[src/hw/rtl/irppd_pkg.sv]
// ----------------------------------------------------------------------------
// irppd_pkg: shared definitions for the IR pulse-pair decoder
// Field widths, register indexes, reset values and the frame bit limit.
// ----------------------------------------------------------------------------
package irppd_pkg;

	localparam int unsigned MAX_BITS = 32;

	localparam int unsigned TIME_W  = 16;
	localparam int unsigned CODE_W  = 32;
	localparam int unsigned COUNT_W = 6;
	localparam int unsigned HALF_W  = 7;
	localparam int unsigned TOL_W   = 8;
	localparam int unsigned TICK_W  = 8;
	localparam int unsigned INDEX_W = 3;
	localparam int unsigned DATA_W  = 16;

	typedef enum logic [INDEX_W-1:0] {
		REG_ZERO_LOW  = 3'd0,
		REG_ZERO_HIGH = 3'd1,
		REG_ONE_LOW   = 3'd2,
		REG_ONE_HIGH  = 3'd3,
		REG_TOLERANCE = 3'd4,
		REG_US_TICK   = 3'd5
	} reg_index_t;

	localparam logic [TIME_W-1:0] ZERO_LOW_RST  = 16'd560;
	localparam logic [TIME_W-1:0] ZERO_HIGH_RST = 16'd560;
	localparam logic [TIME_W-1:0] ONE_LOW_RST   = 16'd560;
	localparam logic [TIME_W-1:0] ONE_HIGH_RST  = 16'd1690;
	localparam logic [TOL_W-1:0]  TOLERANCE_RST = 8'd51;
	localparam logic [TICK_W-1:0] US_TICK_RST   = 8'd1;

	// Margin = floor(ref * tolerance / 256).
	function automatic logic [TIME_W-1:0] margin_of(input logic [TIME_W-1:0] ref_w,
		input logic [TOL_W-1:0] tol);
		logic [TIME_W+TOL_W-1:0] prod;
		prod = ref_w * tol;
		return prod[TIME_W+TOL_W-1:TOL_W];
	endfunction

	// Strict window: ref - margin < w < ref + margin.
	function automatic logic in_window(input logic [TIME_W-1:0] w,
		input logic [TIME_W-1:0] ref_w, input logic [TIME_W-1:0] margin);
		logic [TIME_W:0] w_plus;
		logic [TIME_W:0] r_plus;
		w_plus = {1'b0, w} + {1'b0, margin};
		r_plus = {1'b0, ref_w} + {1'b0, margin};
		return (w_plus > {1'b0, ref_w}) && ({1'b0, w} < r_plus);
	endfunction

endpackage

[src/hw/rtl/ir_pulse_pair_decoder_unit.sv]
// ----------------------------------------------------------------------------
// ir_pulse_pair_decoder_unit: IR remote pulse-distance decoder
// Turns captured edge timestamps into decoded remote-control codes.
// ----------------------------------------------------------------------------
//
//   channel | direction | handshake          | payload
//   --------+-----------+--------------------+----------------------------------------
//   in      | input     | in_valid/in_stall  | edge_time, new_frame
//   out     | output    | out_valid/out_stall| code_value, bit_count, ended_by_mismatch
//   cfg     | input     | wr_en              | wr_index, wr_data
//
// One beat is taken per clock cycle while in_stall is low. A result is registered
// once the beat that ends the frame has passed through the second stage.
// The first stage subtracts the previous edge time; the second scales the
// difference with one 16x8 multiplier, checks the pair windows and updates the code.
// Reset (arst_n low) restores the register defaults and leaves the decoder idle.
// The input is stalled only when the second stage holds a beat that ends a frame
// while an earlier result still waits on a stalled output.
//
module ir_pulse_pair_decoder_unit
	import irppd_pkg::*;
(
	input  logic                clk,
	input  logic                arst_n,
	input  logic                in_valid,
	output logic                in_stall,
	input  logic [TIME_W-1:0]   edge_time,
	input  logic                new_frame,
	output logic                out_valid,
	input  logic                out_stall,
	output logic [CODE_W-1:0]   code_value,
	output logic [COUNT_W-1:0]  bit_count,
	output logic                ended_by_mismatch,
	input  logic                wr_en,
	input  logic [INDEX_W-1:0]  wr_index,
	input  logic [DATA_W-1:0]   wr_data
);

	// Configuration registers.
	logic [TIME_W-1:0] zero_low_q, zero_high_q, one_low_q, one_high_q;
	logic [TOL_W-1:0]  tolerance_q;
	logic [TICK_W-1:0] us_tick_q;

	always_ff @(posedge clk or negedge arst_n) begin
		if (!arst_n) begin
			zero_low_q  <= ZERO_LOW_RST;
			zero_high_q <= ZERO_HIGH_RST;
			one_low_q   <= ONE_LOW_RST;
			one_high_q  <= ONE_HIGH_RST;
			tolerance_q <= TOLERANCE_RST;
			us_tick_q   <= US_TICK_RST;
		end else if (wr_en) begin
			unique case (wr_index)
				REG_ZERO_LOW:  zero_low_q  <= wr_data;
				REG_ZERO_HIGH: zero_high_q <= wr_data;
				REG_ONE_LOW:   one_low_q   <= wr_data;
				REG_ONE_HIGH:  one_high_q  <= wr_data;
				REG_TOLERANCE: tolerance_q <= wr_data[TOL_W-1:0];
				REG_US_TICK:   us_tick_q   <= wr_data[TICK_W-1:0];
				default: ;
			endcase
		end
	end

	// The window margins depend on configuration only, so they are kept in
	// registers and refreshed every cycle. Configuration must change only while
	// the decoder is idle, unenforced here, so margins settle before the next beat.
	logic [TIME_W-1:0] m_zero_low_q, m_zero_high_q, m_one_low_q, m_one_high_q;

	always_ff @(posedge clk) begin
		m_zero_low_q  <= margin_of(zero_low_q, tolerance_q);
		m_zero_high_q <= margin_of(zero_high_q, tolerance_q);
		m_one_low_q   <= margin_of(one_low_q, tolerance_q);
		m_one_high_q  <= margin_of(one_high_q, tolerance_q);
	end

	// Stage 1: the edge-to-edge difference. The last edge time can follow every
	// accepted beat: while idle it is meaningless, since a new frame overwrites it.
	logic              valid_s1;
	logic              new_frame_s1;
	logic [TIME_W-1:0] diff_s1;
	logic [TIME_W-1:0] last_edge_q;
	logic              in_fire;
	logic              s1_move;
	logic              s1_fire;

	assign in_fire  = in_valid && !in_stall;
	assign in_stall = valid_s1 && !s1_move;

	always_ff @(posedge clk or negedge arst_n) begin
		if (!arst_n) begin
			valid_s1    <= 1'b0;
			last_edge_q <= '0;
		end else begin
			if (in_fire) begin
				last_edge_q <= edge_time;
			end
			if (in_fire) begin
				valid_s1 <= 1'b1;
			end else if (s1_fire) begin
				valid_s1 <= 1'b0;
			end
		end
	end

	always_ff @(posedge clk) begin
		if (in_fire) begin
			diff_s1      <= edge_time - last_edge_q;
			new_frame_s1 <= new_frame;
		end
	end

	// Stage 2 decode state.
	logic               frame_active_q;
	logic [HALF_W-1:0]  half_idx_q;
	logic [TIME_W-1:0]  held_low_q;
	logic [CODE_W-1:0]  code_q;
	logic [COUNT_W-1:0] bits_done_q;

	// Width in microseconds, saturated to 16 bits.
	logic [TIME_W+TICK_W-1:0] width_full;
	logic [TIME_W-1:0]        width;
	logic                     is_zero, is_one;
	logic                     data_pair;
	logic [COUNT_W-1:0]       bits_next;
	logic                     s1_emit;
	logic                     emit_mismatch;

	always_comb begin
		width_full = diff_s1 * us_tick_q;
		width = (|width_full[TIME_W+TICK_W-1:TIME_W]) ? {TIME_W{1'b1}}
			: width_full[TIME_W-1:0];
		is_zero = in_window(held_low_q, zero_low_q, m_zero_low_q)
			&& in_window(width, zero_high_q, m_zero_high_q);
		is_one = in_window(held_low_q, one_low_q, m_one_low_q)
			&& in_window(width, one_high_q, m_one_high_q);
		// A data pair completes on odd half-bit indexes from three upward.
		data_pair = !new_frame_s1 && frame_active_q
			&& (half_idx_q >= HALF_W'(2)) && half_idx_q[0];
		bits_next = bits_done_q + COUNT_W'(1);
		emit_mismatch = !(is_zero || is_one);
		s1_emit = data_pair && (emit_mismatch || (bits_next >= COUNT_W'(MAX_BITS)));
	end

	// Stage 2 holds back only when it would produce a result into a full,
	// stalled output register.
	assign s1_move = !(s1_emit && out_valid && out_stall);
	assign s1_fire = valid_s1 && s1_move;

	always_ff @(posedge clk or negedge arst_n) begin
		if (!arst_n) begin
			frame_active_q <= 1'b0;
			half_idx_q     <= '0;
			held_low_q     <= '0;
			code_q         <= '0;
			bits_done_q    <= '0;
		end else if (s1_fire) begin
			if (new_frame_s1) begin
				frame_active_q <= 1'b1;
				half_idx_q     <= '0;
				held_low_q     <= '0;
				code_q         <= '0;
				bits_done_q    <= '0;
			end else if (frame_active_q) begin
				half_idx_q <= half_idx_q + HALF_W'(1);
				if (half_idx_q >= HALF_W'(2) && !half_idx_q[0]) begin
					held_low_q <= width;
				end else if (data_pair) begin
					if (is_zero || is_one) begin
						code_q      <= {code_q[CODE_W-2:0], !is_zero};
						bits_done_q <= bits_next;
					end
					if (s1_emit) begin
						frame_active_q <= 1'b0;
					end
				end
			end
		end
	end

	// Result register. The code and count shown on a bit-limit end include
	// the final bit; on a mismatch they are the bits gathered so far.
	logic out_valid_q;

	always_ff @(posedge clk or negedge arst_n) begin
		if (!arst_n) begin
			out_valid_q <= 1'b0;
		end else if (s1_fire && s1_emit) begin
			out_valid_q <= 1'b1;
		end else if (!out_stall) begin
			out_valid_q <= 1'b0;
		end
	end

	always_ff @(posedge clk) begin
		if (s1_fire && s1_emit) begin
			ended_by_mismatch <= emit_mismatch;
			if (emit_mismatch) begin
				code_value <= code_q;
				bit_count  <= bits_done_q;
			end else begin
				// The zero reference wins when both windows match.
				code_value <= {code_q[CODE_W-2:0], !is_zero};
				bit_count  <= bits_next;
			end
		end
	end

	assign out_valid = out_valid_q;

	// The bit counter never passes the frame limit.
	a_bits_bounded: assert property (@(posedge clk) disable iff (!arst_n)
		bits_done_q <= COUNT_W'(MAX_BITS))
		else $error("bit counter beyond frame limit");

	// A frame ended by the bit limit reports exactly the limit.
	a_limit_count: assert property (@(posedge clk) disable iff (!arst_n)
		(out_valid_q && !ended_by_mismatch) |-> (bit_count == COUNT_W'(MAX_BITS)))
		else $error("bit-limit result with wrong count");

	// Emitting a result closes the frame.
	a_emit_closes: assert property (@(posedge clk) disable iff (!arst_n)
		(s1_fire && s1_emit) |=> !frame_active_q)
		else $error("frame still active after result");

	// The input is only held back by a waiting second-stage beat.
	a_stall_cause: assert property (@(posedge clk) disable iff (!arst_n)
		in_stall |-> (valid_s1 && out_valid_q && out_stall))
		else $error("input stalled without cause");

	// An overwrite of a waiting result never happens.
	a_no_overwrite: assert property (@(posedge clk) disable iff (!arst_n)
		(out_valid_q && out_stall) |-> !(s1_fire && s1_emit))
		else $error("waiting result overwritten");

endmodule

[config.mk]
export PLATFORM = sky130hd
export DESIGN_NAME = ir_pulse_pair_decoder_unit
export DESIGN_NICKNAME = d
export VERILOG_FILES = /design/src/hw/rtl/irppd_pkg.sv /design/src/hw/rtl/ir_pulse_pair_decoder_unit.sv
export SDC_FILE = /design/constraint.sdc
export NUM_CORES = 2
export LEC_CHECK = 0
export ABC_CLOCK_PERIOD_IN_PS = 13000
export BUFFER_PORTS_ARGS = -buffer_cell sky130_fd_sc_hd__buf_4
export CORE_MARGIN = 4
export CORE_UTILIZATION = 50
export CTS_CLUSTER_SIZE = 24
export DETAILED_ROUTE_END_ITERATION = 10
export PLACE_DENSITY = 0.68
export SLEW_MARGIN = 30
export SYNTH_ARGS = -nofsm -noshare
export SYNTH_HDL_FRONTEND = slang
export SYNTH_SLANG_ARGS = --single-unit
export TNS_END_PERCENT = 1
[constraint.sdc]
create_clock -name clk -period 13 [get_ports clk]
set_input_delay 1.95 -clock clk [delete_from_list [all_inputs] [get_ports clk]]
set_output_delay 1.95 -clock clk [all_outputs]
set_load 0.05 [all_outputs]
==> impl_results.md <==
* Sequential share of the synthesized area at 0.189
* Die width at 280 um
* Status: completed
* Vias post-DR at 28000
* Syn nets at 4957
* Inserted Diodes at 0
* Final WL at 94.2 mm
* First-pass iteration count of the detailed router at 7
* Iteration-0 DRC Markers at 1843
* Row cnt at 99
* Fin Setup TNS at 0 ns
* Worst EP required at 11.05 ns
* Vias per cell at 5.61
* Final hold vios at 0
* Layout cells sized above 1 at 0.0819
* Most used cell along the critical path: fa_1
* Post-synth top flop: dfrtp_1
* Pin slew with the least headroom to its limit at 0.963 ns
* Area grow syn2layout at 7.80%
* GPL Wtd Cong at 0.899
* CP arrival at 10.57 ns
* Worst Skew at 0.0269 ns
* Skew-Pair Late Insertion Delay at 0.58 ns
* Tmin final at 12.52 ns
* Syn avg cell area at 9.24 sq um
* Die Height at 280 um
* Worst path max stage delay at 0.52 ns
* Max-slew headroom at 0.352
* Overall routing resource usage at 0.244
* Root buffer cell: clkbuf_16
* Initial Util at 0.506
* Detailed-route DRC error count at 0
* Top flop regs: code_q x32, code_value x32
* Worst-path fanout max at 14
* Synth Register Bits at 280
* Post-DRT Antenna Nets at 0
* CTS tree: built
* Setup crit end kind: output port
* Max-slew violation count at 0
* Antenna violations before repair at 0
* Asr flop ratio synth at 0.571
* HP Class: register to register
* EDFF count, synth at 56
* IO buf count at 81
* Die ar. at 78500 sq um
* Dpl hpwl at 72.2 mm
* Ys Warns at 0
* Synthesized instance count at 4011
* Final setup fails at 0
* Total grt overflow at 0
* Maximum buffer depth of the clock tree at 3
* Mapped Area at 37100 sq um
* Largest net degree at the start of global routing at 58
* DR WL/cell at 18.8 um
* Total core area at 73200 sq um
* Nets at 4959
* Clock-pin slew on the worst setup and hold paths at 0.07 ns
* Fmax at 79.9 MHz
* TritonCTS Buffers at 38
* Final cycle utilization of the critical path at 0.963
* Max H-tree Level at 2
* Hold buffers post-CTS at 0
* Crit Path Class: register to output port
* Ports at 82
* Netlist cell types at 90
* Crit-path slowest cell: fa_1
* First-pass GRT wire length at 153 mm
* Startpoint types: register
* Number of global-route vias before repair at 28000
* CTS sink cnt at 280
* Max_cap viols at 0
layer usage:
layer / track usage / part of all wire / wire [um] / up-vias
met3: 0.0503 / 0.078 / 7360 / 124
li1: - / - / - / 13300
met2: 0.358 / 0.42 / 39400 / 817
met4: 0.0535 / 0.021 / 1950 / 0
met5: 0 / 0 / 0 / -
met1: 0.372 / 0.48 / 45500 / 13800
layout by cell type (no fill, tap or decap), types with 7 or more instances in the layout:
cell and n:
a211o_1 7, nor3_1 62, nand4_1 35, a21o_1 60, nand2_1 435, o21bai_1 38
a31o_2 7, buf_4 112, a31oi_1 9, and2_1 345, edfxtp_1 56, a21boi_0 10
and3_1 18, clkbuf_1 9, nand3_1 51, a21oi_1 160, clkbuf_16 39, a211oi_1 26
dfstp_2 20, dfrtp_1 131, inv_1 536, a22o_1 48, o21ai_0 156, mux2_2 80
xor2_1 55, o21a_1 37, dfxtp_1 64, o31ai_1 8, xnor2_1 106, o211ai_1 23
nand2b_1 24, ha_1 480, nor2_1 153, or3_1 14, nor2b_1 34, mux2i_1 9
fa_1 425, dfrtp_2 9
cell type report:
cell class	count	area, sq um
inverters	538	2020
clock buffers	53	1080
well taps	959	1200
repair buffers	113	852
multi-input cells	3042	27600
clock inverters	17	224
flip-flops and latches	280	7000
fillers	6571	33300
logic make-up after synthesis:
logic type	share of synthesized area
fa+ha+maj	0.392
compound gates	0.119
mux	0.0279
simple gates	0.165
flops	0.189
buf+inv	0.0704
xor+xnor	0.0380
final timing paths:
| check | from | to | slack, ns | cells after the start |
|---|---|---|---|---|
| max | us_tick_q[2] | in_stall | 0.48 | 42 |
| min | last_edge_q[13] | last_edge_q[13] | 0.49 | 1 |
| min in group asynchronous | arst_n | last_edge_q[12] | 1.36 | 1 |
| min reg2reg | last_edge_q[13] | last_edge_q[13] | 0.49 | 1 |
| max reg2reg | us_tick_q[2] | diff_s1[2] | 2.24 | 40 |
| max in group asynchronous | arst_n | held_low_q[9] | 10.32 | 2 |
what timing repair did:
| item | in CTS | in global routing |
|---|---|---|
| setup endpoints to repair | 1 | 1 |
| gates cloned | 0 | 0 |
| pin swaps | 0 | 2 |
| resized for setup | 5 | 16 |
| setup buffers | 0 | 2 |
worst max-delay path, delay by kind of cell (launching register included):
family / cells / cell delay [ns]
AO/OA/AOI/OAI: 18 / 3.82
XOR/XNOR: 1 / 0.14
adder cells (fa/ha/maj): 7 / 2.90
buffers and inverters: 5 / 0.68
flip-flops: 1 / 0.46
multiplexers: 1 / 0.29
AND/OR/NAND/NOR: 10 / 1.68
Yosys cell counts (52+ instances only):
master / number / share of area
nor3_1: 63 / 0.0085
o21ai_0: 158 / 0.021
a21o_1: 60 / 0.012
and2_1: 345 / 0.058
edfxtp_1: 56 / 0.045
dfrtp_1: 140 / 0.095
nand3_1: 52 / 0.0070
ha_1: 480 / 0.16
dfxtp_1: 64 / 0.035
xor2_1: 55 / 0.013
xnor2_1: 106 / 0.025
fa_1: 425 / 0.23
nand2_1: 435 / 0.044
clkbuf_1: 138 / 0.014
mux2_2: 80 / 0.024
nor2_1: 153 / 0.015
a21oi_1: 163 / 0.022
inv_1: 536 / 0.054
per-stage QoR:
stage / area (sq um) / instances / hold WS [ns] / setup WS, ns / utilization
2_1_floorplan: 37100 / 4011 / 0.453 / 0.203 / -
6_report: 40000 / 5002 / 0.494 / 0.480 / 0.546
4_1_cts: 39900 / 5000 / 0.498 / 0.0218 / 0.545
3_5_place_dp: 38600 / 4930 / 0.485 / 0.353 / 0.527
3_3_place_gp: 38600 / 4929 / 0.467 / 0.549 / 0.527
5_1_grt: 40000 / 5002 / 0.510 / -0.0141 / 0.546
Power is left out: the tool's default activity adds up to more than one toggle a clock period on the data nets, which glitch-free logic cannot reach.
